File: src/amsel_pkg.sv
`timescale 1ns / 1ps
// shared widths, codes and types for the measured backend argmin selector
package amsel_pkg;

  localparam int unsigned FeatW  = 32;
  localparam int unsigned CycW   = 64;
  localparam int unsigned BytesW = 64;
  localparam int unsigned IdW    = 32;
  localparam int unsigned ScoreW = 32;
  localparam int unsigned QFrac  = 16;

  // dividend keeps only the cycle bits that survive the q16 shift
  localparam int unsigned DvdW     = CycW - QFrac;
  localparam int unsigned QuoW     = ScoreW;
  localparam int unsigned StepCntW = $clog2(QuoW);

  localparam int unsigned InDataW  = FeatW + CycW + BytesW + IdW;
  localparam int unsigned OutDataW = IdW + ScoreW;

  localparam logic StatusFound = 1'b0;
  localparam logic StatusNone  = 1'b1;

  localparam logic [ScoreW-1:0] ScoreSat = {ScoreW{1'b1}};

  // control from the sequencer to the best tracker
  typedef struct packed {
    logic upd;   // one record finished scoring
    logic elig;  // record passed and its features are offered
    logic last;  // record closes the list
  } best_ctl_t;

endpackage

File: src/amsel_div.sv
`timescale 1ns / 1ps
// radix-2 restoring divider, one quotient bit per cycle through one subtractor
module amsel_div (
  input  logic                          clk_i,
  input  logic                          rst_ni,
  input  logic                          start_i,
  input  logic [amsel_pkg::DvdW-1:0]    dividend_i,
  input  logic [amsel_pkg::BytesW-1:0]  divisor_i,
  output logic                          done_o,
  output logic [amsel_pkg::QuoW-1:0]    quo_o
);
  import amsel_pkg::*;

  logic                busy_q, busy_d;
  logic                done_q, done_d;
  logic [StepCntW-1:0] cnt_q, cnt_d;
  logic [BytesW-1:0]   rem_q, rem_d;
  logic [BytesW-1:0]   div_q, div_d;
  // low dividend bits shift out at the top while quotient bits shift in
  logic [QuoW-1:0]     low_q, low_d;

  logic [BytesW:0]     rem_sh;
  logic [BytesW:0]     diff;
  logic                fits;

  assign rem_sh = {rem_q, low_q[QuoW-1]};
  assign diff   = rem_sh - {1'b0, div_q};
  assign fits   = ~diff[BytesW];

  always_comb begin
    busy_d = busy_q;
    done_d = 1'b0;
    cnt_d  = cnt_q;
    rem_d  = rem_q;
    div_d  = div_q;
    low_d  = low_q;
    if (start_i) begin
      busy_d = 1'b1;
      cnt_d  = '1;
      div_d  = divisor_i;
      // upper half of the shifted dividend, known to be below the divisor
      rem_d  = {{(BytesW-(DvdW-QFrac)){1'b0}}, dividend_i[DvdW-1:QFrac]};
      low_d  = {dividend_i[QFrac-1:0], {(QuoW-QFrac){1'b0}}};
    end else if (busy_q) begin
      rem_d = fits ? diff[BytesW-1:0] : rem_sh[BytesW-1:0];
      low_d = {low_q[QuoW-2:0], fits};
      cnt_d = cnt_q - 1'b1;
      if (cnt_q == '0) begin
        busy_d = 1'b0;
        done_d = 1'b1;
      end
    end
  end

  always_ff @(posedge clk_i or negedge rst_ni) begin
    if (!rst_ni) begin
      busy_q <= 1'b0;
      done_q <= 1'b0;
      cnt_q  <= '0;
    end else begin
      busy_q <= busy_d;
      done_q <= done_d;
      cnt_q  <= cnt_d;
    end
  end

  always_ff @(posedge clk_i) begin
    rem_q <= rem_d;
    div_q <= div_d;
    low_q <= low_d;
  end

  assign done_o = done_q;
  assign quo_o  = low_q;

  a_start_busy: assert property (@(posedge clk_i) disable iff (!rst_ni)
    start_i |=> busy_q)
    else $error("divider did not go busy after start");

  a_done_idle: assert property (@(posedge clk_i) disable iff (!rst_ni)
    done_q |-> !busy_q)
    else $error("divider done while still busy");

  a_last_step: assert property (@(posedge clk_i) disable iff (!rst_ni)
    (busy_q && cnt_q == '0 && !start_i) |=> done_q)
    else $error("divider missed done after last step");

endmodule

File: src/amsel_best.sv
`timescale 1ns / 1ps
// running minimum with id tiebreak and the result register
module amsel_best (
  input  logic                          clk_i,
  input  logic                          rst_ni,
  input  amsel_pkg::best_ctl_t          ctl_i,
  input  logic [amsel_pkg::ScoreW-1:0]  score_i,
  input  logic [amsel_pkg::IdW-1:0]     id_i,
  input  logic                          res_ready_i,
  output logic                          res_valid_o,
  output logic                          res_free_o,
  output logic                          res_status_o,
  output logic [amsel_pkg::IdW-1:0]     res_id_o,
  output logic [amsel_pkg::ScoreW-1:0]  res_score_o
);
  import amsel_pkg::*;

  logic              have_q, have_d;
  logic [ScoreW-1:0] best_score_q, best_score_d;
  logic [IdW-1:0]    best_id_q, best_id_d;
  logic              res_valid_q, res_valid_d;
  logic              res_status_q, res_status_d;
  logic [IdW-1:0]    res_id_q, res_id_d;
  logic [ScoreW-1:0] res_score_q, res_score_d;
  logic              win;

  assign win = ctl_i.elig && (!have_q || (score_i < best_score_q) ||
               ((score_i == best_score_q) && (id_i < best_id_q)));

  assign res_free_o = !res_valid_q || res_ready_i;

  always_comb begin
    have_d       = have_q;
    best_score_d = best_score_q;
    best_id_d    = best_id_q;
    res_valid_d  = res_valid_q && !res_ready_i;
    res_status_d = res_status_q;
    res_id_d     = res_id_q;
    res_score_d  = res_score_q;
    if (ctl_i.upd) begin
      if (ctl_i.last) begin
        res_valid_d = 1'b1;
        if (win) begin
          res_status_d = StatusFound;
          res_id_d     = id_i;
          res_score_d  = score_i;
        end else if (have_q) begin
          res_status_d = StatusFound;
          res_id_d     = best_id_q;
          res_score_d  = best_score_q;
        end else begin
          res_status_d = StatusNone;
          res_id_d     = '0;
          res_score_d  = '0;
        end
        // list closed, back to the empty state
        have_d       = 1'b0;
        best_score_d = ScoreSat;
        best_id_d    = '0;
      end else if (win) begin
        have_d       = 1'b1;
        best_score_d = score_i;
        best_id_d    = id_i;
      end
    end
  end

  always_ff @(posedge clk_i or negedge rst_ni) begin
    if (!rst_ni) begin
      have_q       <= 1'b0;
      best_score_q <= ScoreSat;
      best_id_q    <= '0;
      res_valid_q  <= 1'b0;
    end else begin
      have_q       <= have_d;
      best_score_q <= best_score_d;
      best_id_q    <= best_id_d;
      res_valid_q  <= res_valid_d;
    end
  end

  always_ff @(posedge clk_i) begin
    res_status_q <= res_status_d;
    res_id_q     <= res_id_d;
    res_score_q  <= res_score_d;
  end

  assign res_valid_o  = res_valid_q;
  assign res_status_o = res_status_q;
  assign res_id_o     = res_id_q;
  assign res_score_o  = res_score_q;

  a_no_overwrite: assert property (@(posedge clk_i) disable iff (!rst_ni)
    (ctl_i.upd && ctl_i.last) |-> (!res_valid_q || res_ready_i))
    else $error("result register overwritten before it was taken");

  a_clear_on_last: assert property (@(posedge clk_i) disable iff (!rst_ni)
    (ctl_i.upd && ctl_i.last) |=> (!have_q && best_score_q == ScoreSat))
    else $error("tracker not cleared after end of list");

  a_none_zero: assert property (@(posedge clk_i) disable iff (!rst_ni)
    (ctl_i.upd && ctl_i.last && !ctl_i.elig && !have_q) |=>
      (res_status_q == StatusNone && res_id_q == '0 && res_score_q == '0))
    else $error("empty list result carries nonzero fields");

endmodule

File: src/measured_backend_argmin_select_core.sv
`timescale 1ns / 1ps
// top level: measured backend argmin selector with q16 cycles-per-byte scoring
//
//  channel   dir  handshake                  payload
//  s_axis    in   s_axis_tvalid/tready       tdata: needed_features, cycle_count,
//                                            payload_bytes, candidate_id;
//                                            tuser: passed; tlast: last_item
//  m_axis    out  m_axis_tvalid/tready       tdata: chosen_id, chosen_score;
//                                            tuser: status
//  cfg       in   cfg_valid_i/cfg_ready_o    cfg_data_i: platform_features
//
//  an eligible, unsaturated record goes from its accept in idle through the divide
//  state, where the restoring divider runs its 32 steps and raises done, and then
//  through the update state before another record is accepted; an ineligible or
//  saturated record skips the divider and goes from idle straight to the update
//  state; a last record waits in the update state while the result register still
//  holds an untaken result; s_axis stays low throughout the work on one record
//  reset clears the feature mask, the running best and the result valid
module measured_backend_argmin_select_core (
  input  logic                            clk_i,
  input  logic                            rst_ni,
  // config write channel
  input  logic                            cfg_valid_i,
  output logic                            cfg_ready_o,
  input  logic [amsel_pkg::FeatW-1:0]     cfg_data_i,    // platform_features
  // measurement records
  input  logic                            s_axis_tvalid,
  output logic                            s_axis_tready,
  // [31:0] needed_features, [95:32] cycle_count, [159:96] payload_bytes,
  // [191:160] candidate_id
  input  logic [amsel_pkg::InDataW-1:0]   s_axis_tdata,
  input  logic                            s_axis_tuser,  // [0] passed
  input  logic                            s_axis_tlast,  // last_item
  // selection result
  output logic                            m_axis_tvalid,
  input  logic                            m_axis_tready,
  // [31:0] chosen_id, [63:32] chosen_score
  output logic [amsel_pkg::OutDataW-1:0]  m_axis_tdata,
  output logic                            m_axis_tuser   // [0] status
);
  import amsel_pkg::*;

  localparam logic [1:0] StIdle = 2'd0;
  localparam logic [1:0] StDiv  = 2'd1;
  localparam logic [1:0] StUpd  = 2'd2;

  logic [1:0]        state_q, state_d;
  logic [FeatW-1:0]  feat_q, feat_d;
  logic [IdW-1:0]    id_q, id_d;
  logic              last_q, last_d;
  logic              elig_q, elig_d;
  logic              sat_q, sat_d;

  // unpacked request fields
  logic [FeatW-1:0]  in_needed;
  logic [CycW-1:0]   in_cyc;
  logic [BytesW-1:0] in_bytes;
  logic [IdW-1:0]    in_id;
  logic              in_accept;
  logic              in_elig;
  logic              in_sat;

  logic              div_start;
  logic              div_done;
  logic [QuoW-1:0]   div_quo;

  best_ctl_t         best_ctl;
  logic [ScoreW-1:0] upd_score;
  logic              res_free;
  logic              res_status;
  logic [IdW-1:0]    res_id;
  logic [ScoreW-1:0] res_score;

  assign in_needed = s_axis_tdata[FeatW-1:0];
  assign in_cyc    = s_axis_tdata[FeatW+CycW-1:FeatW];
  assign in_bytes  = s_axis_tdata[FeatW+CycW+BytesW-1:FeatW+CycW];
  assign in_id     = s_axis_tdata[InDataW-1:FeatW+CycW+BytesW];

  assign s_axis_tready = (state_q == StIdle);
  assign in_accept     = s_axis_tvalid && s_axis_tready;

  // every needed feature must be offered by the platform
  assign in_elig = s_axis_tuser && ((in_needed & ~feat_q) == '0);

  // saturate on zero bytes, cycles beyond 48 bits, or a quotient of 2^32 or
  // more, which is cycles >= bytes * 2^16
  assign in_sat = (in_bytes == '0) || (in_cyc[CycW-1:DvdW] != '0) ||
                  ((in_bytes[BytesW-1:QuoW] == '0) &&
                   (in_cyc[DvdW-1:0] >= {in_bytes[QuoW-1:0], {QFrac{1'b0}}}));

  assign div_start = in_accept && in_elig && !in_sat;

  // config is always taken; eligibility is latched at accept, so a write
  // never changes a record already in work
  assign cfg_ready_o = 1'b1;

  always_comb begin
    state_d = state_q;
    feat_d  = feat_q;
    id_d    = id_q;
    last_d  = last_q;
    elig_d  = elig_q;
    sat_d   = sat_q;
    if (cfg_valid_i) begin
      feat_d = cfg_data_i;
    end
    unique case (state_q)
      StIdle: begin
        if (in_accept) begin
          id_d    = in_id;
          last_d  = s_axis_tlast;
          elig_d  = in_elig;
          sat_d   = in_sat;
          state_d = div_start ? StDiv : StUpd;
        end
      end
      StDiv: begin
        if (div_done) begin
          state_d = StUpd;
        end
      end
      StUpd: begin
        if (!last_q || res_free) begin
          state_d = StIdle;
        end
      end
      default: begin
        state_d = StIdle;
      end
    endcase
  end

  always_ff @(posedge clk_i or negedge rst_ni) begin
    if (!rst_ni) begin
      state_q <= StIdle;
      feat_q  <= '0;
    end else begin
      state_q <= state_d;
      feat_q  <= feat_d;
    end
  end

  always_ff @(posedge clk_i) begin
    id_q   <= id_d;
    last_q <= last_d;
    elig_q <= elig_d;
    sat_q  <= sat_d;
  end

  amsel_div u_div (
    .clk_i      (clk_i),
    .rst_ni     (rst_ni),
    .start_i    (div_start),
    .dividend_i (in_cyc[DvdW-1:0]),
    .divisor_i  (in_bytes),
    .done_o     (div_done),
    .quo_o      (div_quo)
  );

  // score is the divider result unless the record saturated up front
  assign upd_score = sat_q ? ScoreSat : div_quo;

  assign best_ctl.upd  = (state_q == StUpd) && (!last_q || res_free);
  assign best_ctl.elig = elig_q;
  assign best_ctl.last = last_q;

  amsel_best u_best (
    .clk_i        (clk_i),
    .rst_ni       (rst_ni),
    .ctl_i        (best_ctl),
    .score_i      (upd_score),
    .id_i         (id_q),
    .res_ready_i  (m_axis_tready),
    .res_valid_o  (m_axis_tvalid),
    .res_free_o   (res_free),
    .res_status_o (res_status),
    .res_id_o     (res_id),
    .res_score_o  (res_score)
  );

  assign m_axis_tdata = {res_score, res_id};
  assign m_axis_tuser = res_status;

  a_busy_not_ready: assert property (@(posedge clk_i) disable iff (!rst_ni)
    (state_q == StDiv || state_q == StUpd) |-> !s_axis_tready)
    else $error("request taken while a record is in work");

  a_div_only_in_div: assert property (@(posedge clk_i) disable iff (!rst_ni)
    div_done |-> (state_q == StDiv))
    else $error("divider finished outside the divide state");

  a_start_to_div: assert property (@(posedge clk_i) disable iff (!rst_ni)
    div_start |=> (state_q == StDiv && !sat_q && elig_q))
    else $error("divider started for a record that needs no division");

endmodule
File: config.mk
export PLATFORM = sky130hd
export DESIGN_NAME = measured_backend_argmin_select_core
export DESIGN_NICKNAME = d
export VERILOG_FILES = /design/src/amsel_pkg.sv /design/src/amsel_div.sv /design/src/amsel_best.sv /design/src/measured_backend_argmin_select_core.sv
export SDC_FILE = /design/constraint.sdc
export NUM_CORES = 1
export LEC_CHECK = 0
export BUFFER_PORTS_ARGS = -buffer_cell sky130_fd_sc_hd__buf_4
export CORE_ASPECT_RATIO = 0.9
export CORE_MARGIN = 8
export CORE_UTILIZATION = 59
export CTS_CLUSTER_SIZE = 14
export DETAILED_ROUTE_END_ITERATION = 10
export GPL_TIMING_DRIVEN = 0
export PLACE_DENSITY = 0.87
export SYNTH_ARGS = -nofsm -noshare
export SYNTH_HDL_FRONTEND = slang
export SYNTH_SLANG_ARGS = --single-unit
File: constraint.sdc
create_clock -name clk_i -period 5 [get_ports clk_i]
set_input_delay 1 -clock clk_i [delete_from_list [all_inputs] [get_ports clk_i]]
set_output_delay 1 -clock clk_i [all_outputs]
set_load 0.01 [all_outputs]
==> Yosys cells after proc, flatten, opt, wreduce, memory -nomap -nowiden <==
Cells that the tools add are included.
W data, S select, Z words.
{ "totals": {"latch_bits": 0, "input_bits": 231, "memories": 0, "mem_bits_rw": 0, "output_inout_bits": 68, "romBits": 0, "reg_bits": 367} }
{ "op_classes": {"n_bitwise": 3, "n_mux": 32, "eq_ne": 6, "reduce_logical": 32, "add_sub_neg": 2, "n_lt_le_gt_ge": 3, "multipliers": 0, "n_div": 0, "shifts": 0} }
{ "op_table": {"columns": ["operator", "count"], "rows": [
  ["$mux W32", 13],
  ["$sub A65 B64 Y65", 1],
  ["$logic_not A32 Y1", 2],
  ["$logic_not A64 Y1", 1],
  ["$lt A32 B32 Y1", 2],
  ["$mux W64", 1],
  ["$ge A48 B48 Y1", 1],
  ["$and A32 B32 Y32", 1],
  ["$eq A32 B32 Y1", 1],
  ["$not A32 Y32", 1],
  ["$reduce_bool A16 Y1", 1],
  ["$mux W1", 11],
  ["$mux W5", 2],
  ["$logic_and A1 B1 Y1", 9],
  ["$mux W2", 4],
  ["$logic_or A1 B1 Y1", 6],
  ["$pmux W2 S3", 1],
  ["$reduce_and A2 Y1", 3],
  ["$logic_not A1 Y1", 5],
  ["$logic_not A5 Y1", 1],
  ["$sub A5 B1 Y5 const B", 1],
  ["$ne A2 B1 Y1 const B", 2],
  ["$reduce_bool A2 Y1", 2],
  ["$reduce_and A3 Y1", 1],
  ["other kinds (5)", 5]
]} }

==> Longest topological paths before layout <==
{ "logic_depth": {"ltp_word": 9, "ltp_mapped": 16, "depth_no_buf": 13} }

==> By module <==
A second synthesis with hierarchy kept.
{ "hier_totals": {"cells_unflattened": 2210, "hier_area_um2": 22163.8} }
{ "by_module_without_submodules": {"columns": ["module", "cells_each", "area_each_um2", "n_inst"], "rows": [
  ["amsel_div", 1153, 10837.9, 1],
  ["amsel_best", 705, 7452.1, 1],
  ["measured_backend_argmin_select_core", 352, 3873.7, 1]
]} }

==> Worst setup path after synthesis <==
No wires, ideal clock.
{ "synth_timing": {"path_kind": "input port to flip-flop", "startpoint": "input s_axis_tdata[109] (netlist name)", "endpoint": "register u_div.div_q[0], enable pin", "path_buffers": 1, "arrival_time_ns": 4.793, "setup_slack_ns": -0.247, "setup_ns": 0.454, "cell_stages": 12, "path_cell_list": "inv_1 > ha_1 > a21o_1 > a21o_1 > a21o_1 > nor4_1 > a21oi_1 > o31ai_1 > a21oi_1 > o21ai_0 > nor2b_1 > clkbuf_1"} }
{ "synth_via": {"elab_chain_len": 5} }
{ "synth_lines": {"columns": ["element", "line_no", "source"], "rows": [
  ["start: declaration", "measured_backend_argmin_select_core.sv:31", "input logic [amsel_pkg::InDataW-1:0] s_axis_tdata,"],
  ["$ge A48 B48 Y1 or $logic_not A64 Y1 (tied branches)", "measured_backend_argmin_select_core.sv:89, measured_backend_argmin_select_core.sv:87", null],
  ["$logic_and A1 B1 Y1 or $logic_or A1 B1 Y1 (tied branches)", "measured_backend_argmin_select_core.sv:88, measured_backend_argmin_select_core.sv:87", null],
  ["$logic_or A1 B1 Y1 *", "measured_backend_argmin_select_core.sv:87", "assign in_sat = (in_bytes == '0) || (in_cyc[CycW-1:DvdW] != '0) ||"],
  ["$logic_not A1 Y1 *", "measured_backend_argmin_select_core.sv:91", "assign div_start = in_accept && in_elig && !in_sat;"],
  ["$logic_and A1 B1 Y1 *", "measured_backend_argmin_select_core.sv:91", null],
  ["named net div_start", "measured_backend_argmin_select_core.sv:63", "logic div_start;"],
  ["end signal: assignment", "amsel_div.sv:69", "div_q <= div_d;"],
  ["end: declaration", "amsel_div.sv:18", "logic [BytesW-1:0] div_q, div_d;"]
]} }
The timed path passes the listed nets; every way through them passes the cells marked *.
A chain may end at the register's enable or synchronous reset.

==> Final worst setup path <==
{ "layout_timing": {"startpoint": "input s_axis_tdata[153] (netlist name)", "endpoint": "register u_div.low_q[30] (netlist: u_div.quo_o[30]) (data pin)"} }
{ "layout_via": {"elab_chain_len": 6} }
{ "layout_lines": {"columns": ["element", "line_no", "source"], "rows": [
  ["$logic_not A64 Y1 or $logic_not A32 Y1 (tied branches)", "measured_backend_argmin_select_core.sv:87, measured_backend_argmin_select_core.sv:88", null],
  ["$logic_or A1 B1 Y1 or $logic_and A1 B1 Y1 (tied branches)", "measured_backend_argmin_select_core.sv:87, measured_backend_argmin_select_core.sv:88", null],
  ["$logic_or A1 B1 Y1 *", "measured_backend_argmin_select_core.sv:87", null],
  ["$logic_not A1 Y1 *", "measured_backend_argmin_select_core.sv:91", null],
  ["$logic_and A1 B1 Y1 *", "measured_backend_argmin_select_core.sv:91", null],
  ["$mux W32 *", "amsel_div.sv:37", "if (start_i) begin"],
  ["named net u_div.low_d[30]", "amsel_div.sv:20", "logic [QuoW-1:0] low_q, low_d;"],
  ["end signal: assignment", "amsel_div.sv:70", "low_q <= low_d;"],
  ["end: declaration", "amsel_div.sv:20", null]
]} }
Marked as above.

==> impl_results.rst <==
.. list-table::
   :header-rows: 1

   * - Metric
     - Value
   * - Result of the run
     - finished clean
   * - Global route total overflow
     - 0
   * - Number of antenna cells inserted
     - 0
   * - Highest-count cells in the layout ignoring fill and taps
     - buf_4 (298), inv_1 (243), edfxtp_1 (212)
   * - Floorplan die height
     - just under 200 um
   * - Detailed-route vias per instance
     - 6.23
   * - Layout cell share with drive strength beyond 1
     - 19.6%
   * - Placement Rows
     - 66
   * - Unrepaired setup endpoints after global routing
     - false
   * - Design Power
     - approximately 11 mW
   * - Skew final
     - 0.0169 ns
   * - CP startpoint kind
     - input port
   * - Placed wire-length estimate
     - 49.8 mm
   * - Area added between synthesis and finish
     - 19.9%
   * - CTS max path bufs
     - 3
   * - Number of design-rule violations left by the first detailed-router iteration
     - 1891
   * - Die outline area
     - ~0.043 mm2
   * - Dpl ws
     - ~0.17 ns
   * - Setup WS post-layout
     - around 0.64 ns
   * - Data required time at the worst endpoint
     - 5.35 ns
   * - Vias in the first global route
     - between 15k and 20k
   * - Setup Crit Path Kind
     - input port to register
   * - Count of flip-flops with a built-in enable after synthesis
     - approximately 210
   * - Post-synthesis cell type with the largest combined area
     - edfxtp_1
   * - Switching power total
     - just under 4 mW
   * - Number of buffers added by the clock tree synthesis step
     - 40
   * - Comb power frac
     - 35.8%
   * - Syn Inst Count
     - roughly 2.3k
   * - Share of flip-flops with an asynchronous set or reset after synthesis
     - 29.2%
   * - Worst R2R End
     - u_best.res_score_o[15]
   * - Initial antenna violation count
     - 0
   * - Final max-slew violation count
     - 0
   * - Synth top area share
     - around 30%
   * - Antenna viol nets, final
     - 0
   * - Level count of the clock H-tree
     - 2
   * - Clk pwr share
     - approximately 28%
   * - GP Congestion
     - around 0.96
   * - Combined area of the multi-input logic cells
     - between 0.01 and 0.015 mm2
   * - Buffer type at the clock tree root
     - clkbuf_16
   * - Via total after detailed routing
     - 19.4k
   * - Wire length after detailed routing
     - between 60 and 70 mm
   * - Post-route design area
     - between 0.02 and 0.03 mm2
   * - Count of unique library cells instantiated by Yosys
     - roughly 90
   * - Headroom to the max-slew limit
     - 22.5%
   * - Maximum number of pins on one net before global-route repair
     - around 110
   * - DRC errors left
     - 0
   * - Die width
     - 218 um
   * - Clock latency reported for the late side of the worst-skew pair
     - 0.55 ns
   * - Starting utilization of the core area
     - roughly three fifths
   * - # hold bufs at CTS
     - 0
   * - Routed len/inst
     - 21.4 um
   * - Final worst-path cycle share
     - 87.2%
   * - Pwr dens
     - approximately 420 mW/mm2
   * - Number of warning messages in the yosys log
     - 0
   * - Clock tree sinks
     - about 370
   * - Port Buffers
     - a little under 300
   * - Number of primary I/O pins
     - approximately 300
   * - Number of inserted filler cells in the final layout
     - 2582
   * - Sequential Power Share
     - 35.9%
   * - Tightest Pin Transition
     - 1.13 ns
   * - Cell Area, Synth
     - 0.0217 mm2
   * - Total negative setup slack
     - 0 ns
   * - Count of maximum capacitance violations
     - 0
   * - Total track usage
     - approximately 30%
   * - Commonest non-fill, non-tap cell in the layout
     - buf_4
   * - Cells taking the most area after synthesis
     - edfxtp_1 (29%), ha_1 (9.3%), dfrtp_1 (8.6%), a21oi_1 (4.6%), dfxtp_1 (4.4%)
   * - Switch share
     - 36.0%
   * - Resized cells post-CTS
     - 0
   * - Biggest fanout along the worst timing path
     - 10
   * - Count of final hold-check violations
     - 0
   * - Internal power component
     - a little under 7 mW
   * - Mean instance size in the synthesized netlist
     - 9.63 um2
   * - Max VDD drop
     - 0.340 mV
   * - Number of synthesized register bits
     - 367
   * - TritonCTS clock tree
     - yes
   * - Highest clock rate
     - about 230 MHz
   * - Count of final setup violators
     - 0
   * - Class of the most critical hold timing path
     - input port to asynchronous set/reset pin
   * - Critical R2R Launch
     - sat_q
   * - Signal arrival time at the worst endpoint
     - roughly 4.7 ns
   * - Leakage component of the power
     - approximately 11 nW
   * - Net count, final
     - about 3k
   * - FF-to-FF path depth
     - 14
   * - Nets in the synthesized netlist
     - 2647
   * - Fraction of the yosys area taken by sequential cells
     - between 40% and 50%
   * - Post CTS Setup Buffer Count
     - 0
   * - 1st-pass router iterations
     - 7
   * - Post-Place Cell Area
     - approximately 0.025 mm2
   * - Area inside the core boundary
     - about 0.036 mm2
   * - Final worst path period need
     - around 4.4 ns
   * - Dominant register cell in the synthesized netlist
     - edfxtp_1
   * - Wire length of the first global-routing pass
     - roughly 100 mm
   * - Critical path capture point type
     - register
   * - Fraction of the core area covered by cells at the end of the flow
     - between 70 and 80%
   * - Register Area
     - 0.0100 mm2
   * - R2R Setup Slk
     - approximately 0.65 ns
   * - Clock-pin slew on the worst setup and hold paths
     - around 0.06 ns
-- per-stage QoR --
stage	std cells	hold WS, ns
after floorplan	2254	0.435
after global placement	3026	0.451
after detailed placement	3030	0.459
after CTS	3103	0.470
after global routing	3104	0.279
final	3104	0.277
-- cell usage after synthesis, types with 7 or more instances --
library cell	instances
a2111oi_0	7
a211oi_1	13
a21o_1	56
a21oi_1	200
a22o_1	34
a22oi_1	34
a31oi_1	32
and2_1	8
and3_1	10
buf_2	41
clkbuf_1	56
dfrtp_1	75
dfstp_2	32
dfxtp_1	48
edfxtp_1	212
ha_1	161
inv_1	243
mux2_2	32
mux2i_1	33
nand2_1	201
nand2b_1	17
nand3_1	38
nand4_1	45
nor2_1	158
nor2b_1	46
nor3_1	24
nor4_1	36
o211ai_1	20
o21a_1	16
o21ai_0	123
o21ai_1	8
o21bai_1	15
or3_1	7
xnor2_1	39
xor2_1	15
-- state kept, by name, indices dropped and copies added, names as in the netlist, 2 cells and up --
register,count
u_div.rem_q,64
feat_q,32
u_best.best_score_q,32
u_best.res_score_o,32
state_q,2
u_div.div_q,64
u_best.best_id_q,32
u_best.res_id_o,32
u_div.cnt_q,5
u_div.quo_o,32
id_q,32
-- layout make-up --
type / instances / area share (%)
Buffer: 110 / 2.02
Clock buffer: 51 / 4.32
Tap cell: 476 / 2.29
Timing Repair Buffer: 301 / 8.99
Clock inverter: 22 / 0.923
Sequential cell: 367 / 38.6
Inverter: 243 / 3.50
Multi-Input combinational cell: 1534 / 39.4
-- worst max-delay path, stage by stage --
cell and delay (ns):
buf_4 0.12, nor4_1 0.49, nand4_1 0.33, o21bai_1 0.51, nand2b_1 0.14, o21ai_1 0.53, clkbuf_1 0.62, clkbuf_1 0.65
nand3_1 0.17, o21ai_0 0.16
-- worst max path at each step --
| stage | from | to | slack (ns) | cells after the start |
|---|---|---|---|---|
| 4_1_cts | s_axis_tdata[152] | u_div.rem_q[13] | 0.74 | 9 |
| 2_1_floorplan | s_axis_tdata[109] | u_div.quo_o[16] | 0.69 | 11 |
| 6_report | s_axis_tdata[153] | u_div.quo_o[30] | 0.64 | 10 |
| 3_3_place_gp | s_axis_tvalid | u_div.rem_q[15] | -1.49 | 7 |
| 3_5_place_dp | s_axis_tdata[153] | u_div.rem_q[14] | 0.17 | 9 |
| 5_1_grt | sat_q | u_best.res_score_o[17] | 0.39 | 14 |
-- layer usage --
metal	GRT usage, %	routed length (um)	vias up
li1	-	-	8812
met1	39.5	26900	9313
met2	47.5	30600	1036
met3	5.32	6090	192
met4	12.9	2780	0
met5	0	0	-
-- power by group through the flow --
stage / Combinational, mW / Clock, mW / Sequential, mW
after global placement: 3.61 / 0 / 3.92
after CTS: 3.78 / 3.10 / 3.88
after floorplan: 2.57 / 0 / 3.87
final: 3.88 / 3.07 / 3.89
after detailed placement: 3.73 / 0 / 3.93
after global routing: 4.22 / 3.21 / 3.92
-- kinds of logic (layout without fill, tap and decap cells) --
family	count (synthesis)	after routing	share of synthesized area (%)
and+or+nand+nor	618	618	13.7
buffers and inverters	353	727	6.60
adders and majority gates	162	162	9.37
DFF	367	367	46.3
xor gates and xnor gates	54	54	2.18
other	1	1	0.0173
AOI/OAI and AO/OA	634	634	18.7
muxes	65	65	3.18
(Power assumes the default switching activity.)
